`src/sv/prc_pkg.sv`:
```
// Types and constants shared by the pump reverse-clean sequencer.
// No dependencies; used by prc_step and pump_reverse_clean_sequencer_core.
`timescale 1ns / 1ps
`default_nettype none

package prc_pkg;

    // Number of hold ticks after each speed target is reached
    localparam logic [1:0] HOLD_TICKS = 2'd2;

    // Reciprocal of five for a 16-bit dividend: x / 5 == (x * RECIP5) >> RECIP5_SHIFT
    localparam logic [16:0] RECIP5       = 17'd52429;
    localparam int          RECIP5_SHIFT = 18;

    // Register indexes of the configuration port
    localparam logic [1:0] REG_REVERSE_CYCLES = 2'd0;
    localparam logic [1:0] REG_REVERSE_SPEED  = 2'd1;
    localparam logic [1:0] REG_RAMP_SETTING   = 2'd2;

    // Status codes
    localparam logic [1:0] STATUS_RUNNING = 2'd0;
    localparam logic [1:0] STATUS_DONE    = 2'd1;
    localparam logic [1:0] STATUS_BAD_CFG = 2'd2;

    // Control-loop delay codes
    localparam logic [1:0] DELAY_KEEP  = 2'd0;
    localparam logic [1:0] DELAY_SHORT = 2'd1;
    localparam logic [1:0] DELAY_LONG  = 2'd2;

    // Sequencer phases
    typedef enum logic [4:0] {
        PH_CHECK = 5'b00001,
        PH_DECEL = 5'b00010,
        PH_STOP  = 5'b00100,
        PH_ACCEL = 5'b01000,
        PH_RUN   = 5'b10000
    } phase_t;

    typedef struct packed {
        logic [15:0] reverse_cycles;
        logic [14:0] reverse_speed;
        logic [15:0] ramp_setting;
    } cfg_t;

    typedef struct packed {
        phase_t      phase;
        logic [15:0] cycles_left;
        logic [1:0]  hold_ticks;
    } seq_state_t;

    typedef struct packed {
        logic               restart;
        logic signed [15:0] motor_freq;
    } in_item_t;

    typedef struct packed {
        logic [1:0]         status;
        logic               speed_cmd_valid;
        logic signed [15:0] speed_cmd;
        logic               ramp_valid;
        logic [13:0]        ramp_time;
        logic [1:0]         delay_code;
    } out_item_t;

endpackage

`default_nettype wire

```
`src/sv/pump_reverse_clean_sequencer_core.sv`:
```
// Top level of the pump reverse-clean sequencer: config registers, input
// register, sequencer state and result register. Depends on prc_pkg, prc_step.
//
//   channel  | direction | ports                        | payload
//   ---------+-----------+------------------------------+--------------------
//   input    | in        | s_valid, s_ready, s_data     | prc_pkg::in_item_t
//   result   | out       | m_valid, m_ready, m_data     | prc_pkg::out_item_t
//   config   | in        | cfg_wr_en, cfg_index, cfg_wr_data | 16-bit write data
//
// One item per clock sustained while m_ready accepts results; each item yields exactly one result item.
// An item passes through the input register, then one step of the sequencer
// logic into the result register.
// aresetn is synchronous, active low; it clears configuration and state.
// A stalled result holds the step; the input register still takes one item.
`timescale 1ns / 1ps
`default_nettype none

module pump_reverse_clean_sequencer_core (
    input  wire                 aclk,
    input  wire                 aresetn,
    input  wire                 s_valid,
    output logic                s_ready,
    input  wire prc_pkg::in_item_t  s_data,
    output logic                m_valid,
    input  wire                 m_ready,
    output prc_pkg::out_item_t  m_data,
    input  wire                 cfg_wr_en,
    input  wire [1:0]           cfg_index,
    input  wire [15:0]          cfg_wr_data
);

    prc_pkg::cfg_t       cfg_reg;
    prc_pkg::seq_state_t state_reg;
    prc_pkg::seq_state_t state_next;
    prc_pkg::in_item_t   in_data_reg;
    logic                in_valid_reg;
    prc_pkg::out_item_t  out_data_reg;
    logic                out_valid_reg;
    prc_pkg::out_item_t  step_result;
    logic                advance;

    // Move the held item into the result register when that register frees up
    assign advance = in_valid_reg && (!out_valid_reg || m_ready);
    assign s_ready = !in_valid_reg || advance;
    assign m_valid = out_valid_reg;
    assign m_data  = out_data_reg;

    // Configuration registers
    always_ff @(posedge aclk) begin
        if (!aresetn) begin
            cfg_reg <= '0;
        end else if (cfg_wr_en) begin
            case (cfg_index)
                prc_pkg::REG_REVERSE_CYCLES: cfg_reg.reverse_cycles <= cfg_wr_data;
                prc_pkg::REG_REVERSE_SPEED:  cfg_reg.reverse_speed  <= cfg_wr_data[14:0];
                prc_pkg::REG_RAMP_SETTING:   cfg_reg.ramp_setting   <= cfg_wr_data;
                default: begin
                end
            endcase
        end
    end

    prc_step u_step (
        .item       (in_data_reg),
        .cfg        (cfg_reg),
        .state_cur  (state_reg),
        .state_next (state_next),
        .result     (step_result)
    );

    // Input register control
    always_ff @(posedge aclk) begin
        if (!aresetn) begin
            in_valid_reg <= 1'b0;
        end else if (s_ready) begin
            in_valid_reg <= s_valid;
        end
    end

    // Hold the input payload
    always_ff @(posedge aclk) begin
        if (s_valid && s_ready) begin
            in_data_reg <= s_data;
        end
    end

    // Sequencer state
    always_ff @(posedge aclk) begin
        if (!aresetn) begin
            state_reg.phase       <= prc_pkg::PH_CHECK;
            state_reg.cycles_left <= '0;
            state_reg.hold_ticks  <= '0;
        end else if (advance) begin
            state_reg <= state_next;
        end
    end

    // Result register control
    always_ff @(posedge aclk) begin
        if (!aresetn) begin
            out_valid_reg <= 1'b0;
        end else if (advance) begin
            out_valid_reg <= 1'b1;
        end else if (m_ready) begin
            out_valid_reg <= 1'b0;
        end
    end

    // Hold the result payload
    always_ff @(posedge aclk) begin
        if (advance) begin
            out_data_reg <= step_result;
        end
    end

    // A restart item always returns the sequencer to the check
    a_restart_to_check: assert property (@(posedge aclk) disable iff (!aresetn)
        advance && in_data_reg.restart |=> state_reg.phase == prc_pkg::PH_CHECK)
        else $error("restart did not return to configuration check");

    // Ramp times are only issued together with the short loop delay
    a_ramp_with_delay: assert property (@(posedge aclk) disable iff (!aresetn)
        m_valid && m_data.ramp_valid |-> m_data.delay_code == prc_pkg::DELAY_SHORT)
        else $error("ramp issued without short loop delay");

    // Speed value is zero unless a command is issued
    a_cmd_zero: assert property (@(posedge aclk) disable iff (!aresetn)
        m_valid && !m_data.speed_cmd_valid |-> m_data.speed_cmd == 16'sd0)
        else $error("speed value set without a command");

    // The cycle count only drops when a reverse command goes out
    a_cycle_use: assert property (@(posedge aclk) disable iff (!aresetn)
        advance && state_reg.phase == prc_pkg::PH_STOP
            && state_next.cycles_left != state_reg.cycles_left
        |=> m_data.speed_cmd_valid && m_data.delay_code == prc_pkg::DELAY_SHORT)
        else $error("cycle used without reverse command");

endmodule

`default_nettype wire

```
`src/sv/prc_step.sv`:
```
// One sequencer step: next state and result item from the current item.
// Depends on prc_pkg for the item, state and configuration types.
`timescale 1ns / 1ps
`default_nettype none

module prc_step (
    input  wire prc_pkg::in_item_t   item,
    input  wire prc_pkg::cfg_t       cfg,
    input  wire prc_pkg::seq_state_t state_cur,
    output prc_pkg::seq_state_t      state_next,
    output prc_pkg::out_item_t       result
);

    logic [32:0]        ramp_prod;
    logic [13:0]        ramp_div5;
    logic [15:0]        neg_speed;
    logic signed [16:0] freq_plus_speed;
    logic               cfg_ok;
    logic               freq_nonneg;
    logic               freq_reached;

    // Divide the ramp setting by five through the reciprocal
    assign ramp_prod = {1'b0, cfg.ramp_setting} * {16'd0, prc_pkg::RECIP5};
    assign ramp_div5 = ramp_prod[prc_pkg::RECIP5_SHIFT +: 14];

    // Reverse command and frequency tests
    assign neg_speed       = 16'd0 - {1'b0, cfg.reverse_speed};
    assign freq_plus_speed = $signed({item.motor_freq[15], item.motor_freq})
                           + $signed({2'b00, cfg.reverse_speed});
    assign freq_nonneg     = ~item.motor_freq[15];
    assign freq_reached    = freq_plus_speed[16] || (freq_plus_speed == 17'sd0);
    assign cfg_ok          = (cfg.reverse_cycles != 16'd0) && (cfg.reverse_speed != 15'd0)
                          && (cfg.ramp_setting != 16'd0);

    // Advance the phase and build the result
    always_comb begin
        state_next = state_cur;
        result     = '0;
        if (item.restart) begin
            state_next.phase = prc_pkg::PH_CHECK;
        end else begin
            case (state_cur.phase)
                prc_pkg::PH_CHECK: begin
                    if (cfg_ok) begin
                        result.ramp_valid      = 1'b1;
                        result.ramp_time       = ramp_div5;
                        result.delay_code      = prc_pkg::DELAY_SHORT;
                        state_next.cycles_left = cfg.reverse_cycles;
                        state_next.phase       = prc_pkg::PH_DECEL;
                    end else begin
                        result.status = prc_pkg::STATUS_BAD_CFG;
                    end
                end
                prc_pkg::PH_DECEL: begin
                    result.speed_cmd_valid = 1'b1;
                    if (freq_nonneg) begin
                        state_next.phase      = prc_pkg::PH_STOP;
                        state_next.hold_ticks = prc_pkg::HOLD_TICKS;
                        result.delay_code     = prc_pkg::DELAY_LONG;
                    end
                end
                prc_pkg::PH_STOP: begin
                    if (state_cur.hold_ticks == 2'd0) begin
                        if (state_cur.cycles_left == 16'd0) begin
                            result.status = prc_pkg::STATUS_DONE;
                        end else begin
                            state_next.cycles_left = state_cur.cycles_left - 16'd1;
                            result.speed_cmd_valid = 1'b1;
                            result.speed_cmd       = neg_speed;
                            result.delay_code      = prc_pkg::DELAY_SHORT;
                            state_next.phase       = prc_pkg::PH_ACCEL;
                        end
                    end else begin
                        state_next.hold_ticks = state_cur.hold_ticks - 2'd1;
                    end
                end
                prc_pkg::PH_ACCEL: begin
                    if (freq_reached) begin
                        state_next.hold_ticks = prc_pkg::HOLD_TICKS;
                        result.delay_code     = prc_pkg::DELAY_LONG;
                        state_next.phase      = prc_pkg::PH_RUN;
                    end
                end
                prc_pkg::PH_RUN: begin
                    if (state_cur.hold_ticks == 2'd0) begin
                        result.speed_cmd_valid = 1'b1;
                        result.speed_cmd       = neg_speed;
                        result.delay_code      = prc_pkg::DELAY_SHORT;
                        state_next.phase       = prc_pkg::PH_DECEL;
                    end else begin
                        state_next.hold_ticks = state_cur.hold_ticks - 2'd1;
                    end
                end
                default: begin
                    state_next.phase = prc_pkg::PH_CHECK;
                end
            endcase
        end
    end

endmodule

`default_nettype wire
```
`config.mk`:
```
export PLATFORM = sky130hd
export DESIGN_NAME = pump_reverse_clean_sequencer_core
export DESIGN_NICKNAME = d
export VERILOG_FILES = /design/src/sv/prc_pkg.sv /design/src/sv/pump_reverse_clean_sequencer_core.sv /design/src/sv/prc_step.sv
export SDC_FILE = /design/constraint.sdc
export NUM_CORES = 1
export LEC_CHECK = 0
export BUFFER_PORTS_ARGS = -buffer_cell sky130_fd_sc_hd__buf_2
export CELL_PAD_IN_SITES_DETAIL_PLACEMENT = 0
export CELL_PAD_IN_SITES_GLOBAL_PLACEMENT = 2
export CORE_ASPECT_RATIO = 0.6
export CORE_UTILIZATION = 42
export DETAILED_ROUTE_END_ITERATION = 8
export MAX_ROUTING_LAYER = met4
export PLACE_DENSITY_LB_ADDON = 0.1
export SYNTH_ARGS = -nofsm -noshare
export SYNTH_HDL_FRONTEND = slang
export SYNTH_HIERARCHICAL = 1
export SYNTH_SLANG_ARGS = --single-unit
```
`constraint.sdc`:
```
create_clock -name aclk -period 16.3 [get_ports aclk]
set_input_delay 0.815 -clock aclk [delete_from_list [all_inputs] [get_ports aclk]]
set_output_delay 0.815 -clock aclk [all_outputs]
set_load 0.005 [all_outputs]
```
# Word-level counts from Yosys, hierarchy flattened
# Cells that the tools add are included.
dict set report word_totals {
  register_bits 125
  wordCells 101
}
dict set report op_classes {
  n_addsub 4
  multipliers 1
  eq_ne 19
  mux 30
  bitwise 3
  n_reduce_logical 28
}
# op count
set op_table {}
lappend op_table {{16-bit one-hot mux with 2 select lines} 2}
lappend op_table {{21-bit two-way mux} 3}
lappend op_table {{17-bit two-way mux} 3}
lappend op_table {{16-bit by 16-bit multiplier with 32-bit output (second input constant)} 1}
lappend op_table {{16-bit nonzero test} 2}
lappend op_table {{5-bit one-hot mux with 5 select lines} 1}
lappend op_table {{5-bit two-way mux} 4}
lappend op_table {{18-bit two-way mux} 1}
lappend op_table {{16-bit by 16-bit adder with 17-bit output} 1}
lappend op_table {{17-bit zero test} 1}
lappend op_table {{16-bit zero test} 1}
lappend op_table {{1-bit by 15-bit subtractor with 16-bit output (first input constant)} 1}
lappend op_table {{16-bit by 1-bit subtractor with 16-bit output (second input constant)} 1}
lappend op_table {{15-bit nonzero test} 1}
lappend op_table {{2-bit two-way mux} 7}
lappend op_table {{3-bit by 2-bit inequality test with 1-bit output (second input constant)} 4}
lappend op_table {{6-bit AND reduction} 2}
lappend op_table {{2-bit one-hot mux with 5 select lines} 1}
lappend op_table {{7-bit AND reduction} 1}
lappend op_table {{2-bit by 1-bit inequality test with 1-bit output (second input constant)} 3}
lappend op_table {{2-bit inequality test (second input constant)} 3}
lappend op_table {{3-bit inequality test (second input constant)} 2}
lappend op_table {{2-bit one-hot mux with 3 select lines} 1}
lappend op_table {{2-bit AND reduction} 3}
lappend op_table {{20 further kinds} 35}

# Longest topological paths before layout
dict set report depth {
  depth_word 6
  ltp_mapped 20
}

# By module
# Netlist, hierarchy kept.
# mod n_inst cells_per_inst area_each_um2 seq_area_each_um2
set by_module_without_submodules {}
lappend by_module_without_submodules {prc_step 1 877 6882.9 0.0}
lappend by_module_without_submodules {pump_reverse_clean_sequencer_core 1 339 4277.9 3032.9}

# Worst setup path before layout
# Ideal clock, no wire load.
dict set report synth_path {
  path_kind {register to register}
  start {reg cfg_reg[6] (netlist bit)}
  end {reg out_data_reg (netlist bit m_data[12]), data pin}
  setup_time_ns 0.255
  arrival_time_ns 5.437
  setup_slack_ns 10.608
  path_stages_with_launch 21
  path_buffers 0
  synth_period_minus_slack_ns 5.692
  path_cell_list {dfxtp_1 -> inv_1 -> ha_1 -> inv_1 -> fa_1 -> inv_1 -> fa_1 -> fa_1 -> fa_1 -> inv_1 -> fa_1 -> inv_1 -> ha_1 -> nand3_1 -> nor3_1 -> a221oi_1 -> a31oi_1 -> o21ai_0 -> o21ai_0 -> a211o_1 -> and3_1}
}
dict set report synth_between {
  elab_chain_len 4
}
# element line
set synth_rtl {}
lappend synth_rtl {{from (decl)} pump_reverse_clean_sequencer_core.sv:32} ;# prc_pkg::cfg_t cfg_reg;
lappend synth_rtl {{parallel branches: the longest is 4 deep, another holds 16-bit by 16-bit multiplier with 32-bit output} n/a}
lappend synth_rtl {{to (signal assigned)} pump_reverse_clean_sequencer_core.sv:112} ;# out_data_reg <= step_result;
lappend synth_rtl {{to (decl)} pump_reverse_clean_sequencer_core.sv:37} ;# prc_pkg::out_item_t out_data_reg;
# Parallel ways; which one is timed is not known.
# A chain may end at the register's enable or synchronous reset.

# Final worst setup path
dict set report layout_path {
  start {reg cfg_reg[7] (netlist bit)}
  end {reg out_data_reg (netlist bit m_data[13]), data pin}
}
# The elaborated chain is that of the path after synthesis.

==> results.toml <==
[timing]
slew_violations = 0
postLayoutSetupSlackWorst_ns = 9.93
rsz0062_at_grt = "false"
holdWs_ns = 0.473
slew_headroom = 0.225
max_freq_mhz = 157
setup_violations = 0
period_share = 0.391
worst_pin_slew_ns = 1.16
skew_ns = 0.0109
hold_viol = 0
period_needed_ns = 6.37
finalSetupTns_ns = 0

[worst_setup_path]
worstPathMaxFanout = 7
cp.arrival_ns = 6.62
rrSetupSlack_ns = 9.93
cp-end-kind = "flop"
r2r-start = "cfg_reg[7]$_SDFFE_PN0P_"
critPathKind = "flop to flop"
cp.required_ns = 16.55
worstRegToRegCells = 20
startpoint_type = "flop"
r2r-end = "m_data[13]$_DFFE_PP_"

[yosys]
synth_ff_type = "dfxtp_1"
netlist-cell-type-count = 69
synthCells = 1216
syn_area_um2 = 11200
synthArstFlopShare = 0
syn_nets = 1490
ys_ff_latch = 125
ys.warnings.count = 6
syn_avg_cell_area_um2 = 9.18
yosysSeqAreaShare = 0.272
synth-edff-count = 53

[drt]
drtAntennaViolNets = 0
wl_per_cell_um = 19.2
wl_mm = 31.7
drt-initial-drc-count = 692
first_pass_iters = 7
drc_errors = 0
dr_total_vias = 8706
vias_per_cell = 5.29

[final_layout]
drive_above_1_share = 0.113
largest_reg_flops = 47
diodes = 0
area_growth_pct = 11.3
final_cells = 1645
fin_nets = 1554

[cts]
cts_max_level = 4
cts_tree = "done"
ctsHoldBuffers = 0
path_clk_slew_ns = 0.06
clk_latency_ns = 0.44
cts_resized = 0
cts_buffer_depth = 2
cts_root_buffer = "clkbuf_16"
tritoncts.num_buffers = 17
clock_sinks = 125
cts_setup_buffers = 0

[min_path]
hold-path-cell-count = 2
hold_end = "state_reg[6]$_SDFFE_PN0P_"
hold_path.class = "flop to flop"
min_from = "state_reg[6]$_SDFFE_PN0P_"

[placement]
place_hpwl_mm = 25.6
gp_congestion = 0.890
dp_slack_ns = 9.94
port_buffers = 77
dp.cells = 1613

[floorplanning]
die_w_um = 212
initial_core_util = 0.435
num_rows = 45
die_area_um2 = 27300
die_h_um = 128
io-pin-count = 78
coreArea_um2 = 25700

[pwr]
p_per_area_nw_per_um2 = 76.6
ir_drop_v = 0.0000494
power.total_mw = 0.951
leakage_nw = 5.91

[global_routing]
grt-ovfl-total = 0
grt_use_total = 0.252
antenna_found_initial = 0
grt_pass1_vias = 8113
grt_pass1_wl_mm = 49.3
grt_start_max_net_pins = 81

[run_status]
status = "complete, no violations"

[run]
drv_cap = 0
## placed cells by master (no fill, tap or decap), drive strengths merged, types with 10 or more instances in the layout
cell type  count
xnor2         14
dfxtp         72
nand2        110
inv          218
o21ai         90
nor2          62
a21oi         38
xor2          19
nand4         10
nor3          26
edfxtp        53
fa            80
nor4          11
clkbuf        17
nand3         63
a21o          16
buf           81
nand2b        10
mux2i         24
ha           154
## through the flow
stage	area (um^2)	utilization
after detailed placement	11800	0.460
after global routing	12400	0.484
after global placement	11800	0.460
after floorplan	11200	-
final	12400	0.484
after CTS	12400	0.484
## worst max path at each step
stage | from | end | slack (ns) | cells after the start
after floorplan | cfg_reg[6]$_SDFFE_PN0P_ | m_data[12]$_DFFE_PP_ | 10.61 | 20
after global placement | cfg_reg[2]$_SDFFE_PN0P_ | m_data[12]$_DFFE_PP_ | 10.08 | 20
after detailed placement | cfg_reg[7]$_SDFFE_PN0P_ | m_data[13]$_DFFE_PP_ | 9.94 | 20
after CTS | cfg_reg[7]$_SDFFE_PN0P_ | m_data[13]$_DFFE_PP_ | 9.95 | 20
after global routing | cfg_reg[7]$_SDFFE_PN0P_ | m_data[13]$_DFFE_PP_ | 9.53 | 20
final | cfg_reg[7]$_SDFFE_PN0P_ | m_data[13]$_DFFE_PP_ | 9.93 | 20
## synthesized netlist by cell type (3+ instances only)
| cell type | count | share of area |
|---|---|---|
| a211oi_1 | 5 | 0.0034 |
| a21o_1 | 16 | 0.011 |
| a21oi_1 | 38 | 0.017 |
| a221o_1 | 4 | 0.0036 |
| a221oi_1 | 5 | 0.0039 |
| a22oi_1 | 6 | 0.0040 |
| a31oi_1 | 4 | 0.0022 |
| and2_1 | 6 | 0.0034 |
| and3_1 | 6 | 0.0034 |
| buf_2 | 8 | 0.0036 |
| buf_6 | 5 | 0.0050 |
| clkbuf_1 | 19 | 0.0064 |
| dfxtp_1 | 72 | 0.13 |
| edfxtp_1 | 53 | 0.14 |
| fa_1 | 80 | 0.14 |
| ha_1 | 154 | 0.17 |
| inv_1 | 212 | 0.071 |
| mux2i_1 | 24 | 0.022 |
| nand2_1 | 110 | 0.037 |
| nand2b_1 | 9 | 0.0050 |
| nand3_1 | 59 | 0.026 |
| nand3_2 | 4 | 0.0036 |
| nand3b_1 | 6 | 0.0040 |
| nand4_1 | 10 | 0.0056 |
| nor2_1 | 61 | 0.021 |
| nor2b_1 | 4 | 0.0022 |
| nor3_1 | 26 | 0.012 |
| nor3b_1 | 6 | 0.0040 |
| nor4_1 | 11 | 0.0062 |
| o2111ai_1 | 3 | 0.0024 |
| o21a_1 | 9 | 0.0061 |
| o21ai_0 | 73 | 0.033 |
| o21ai_2 | 16 | 0.013 |
| o311ai_0 | 3 | 0.0024 |
| o31a_1 | 3 | 0.0024 |
| o31ai_1 | 3 | 0.0020 |
| or3_1 | 8 | 0.0045 |
| xnor2_1 | 14 | 0.011 |
| xor2_1 | 19 | 0.015 |
## worst max-delay path: stages, from the launching register on
cell and delay (ns):
dfxtp_1 0.51, inv_1 0.09, ha_1 0.34, inv_1 0.10, fa_1 0.54, inv_1 0.06
fa_1 0.50, fa_1 0.53, fa_1 0.54, inv_1 0.05, fa_1 0.53, inv_1 0.04
ha_1 0.32, nand3_1 0.10, nor3_1 0.18, a221oi_1 0.14, a31oi_1 0.52, o21ai_0 0.24
o21ai_0 0.37, o21ai_0 0.17, a221oi_1 0.30
## logic make-up (layout without fill, tap and decap cells)
| kind of cell | after synthesis | in the layout | synth area share |
|---|---|---|---|
| xor gates and xnor gates | 33 | 33 | 0.0259 |
| muxes | 24 | 24 | 0.0215 |
| AOI/OAI and AO/OA | 208 | 208 | 0.123 |
| adders and majority gates | 234 | 234 | 0.316 |
| DFF | 125 | 125 | 0.272 |
| buffers and inverters | 249 | 326 | 0.0910 |
| and+or+nand+nor | 343 | 343 | 0.151 |
## routing by layer
metal,global-route usage,wire [um],up-vias,share of wire
met5,-,0,-,0
met4,0.0482,244,0,0.0077
met3,0.0529,2330,21,0.073
met2,0.300,10900,258,0.35
met1,0.415,18100,4152,0.57
li1,-,-,4275,-
## cell type report
cell class | instances | area [um^2]
fill | 2489 | 13300
multi-input combinational | 842 | 7120
sequential | 125 | 3030
inverter | 213 | 800
tap | 352 | 440
clock buffer | 17 | 425
timing repair buffer | 81 | 418
clock inverter | 15 | 185
## where the power goes
group	switching [mW]	leakage, nW	total [mW]	internal (mW)
clock network	0.158	0.285	0.400	0.242
registers	0.0111	1.11	0.349	0.337
logic	0.127	4.52	0.203	0.0763
(Power assumes the default switching activity.)
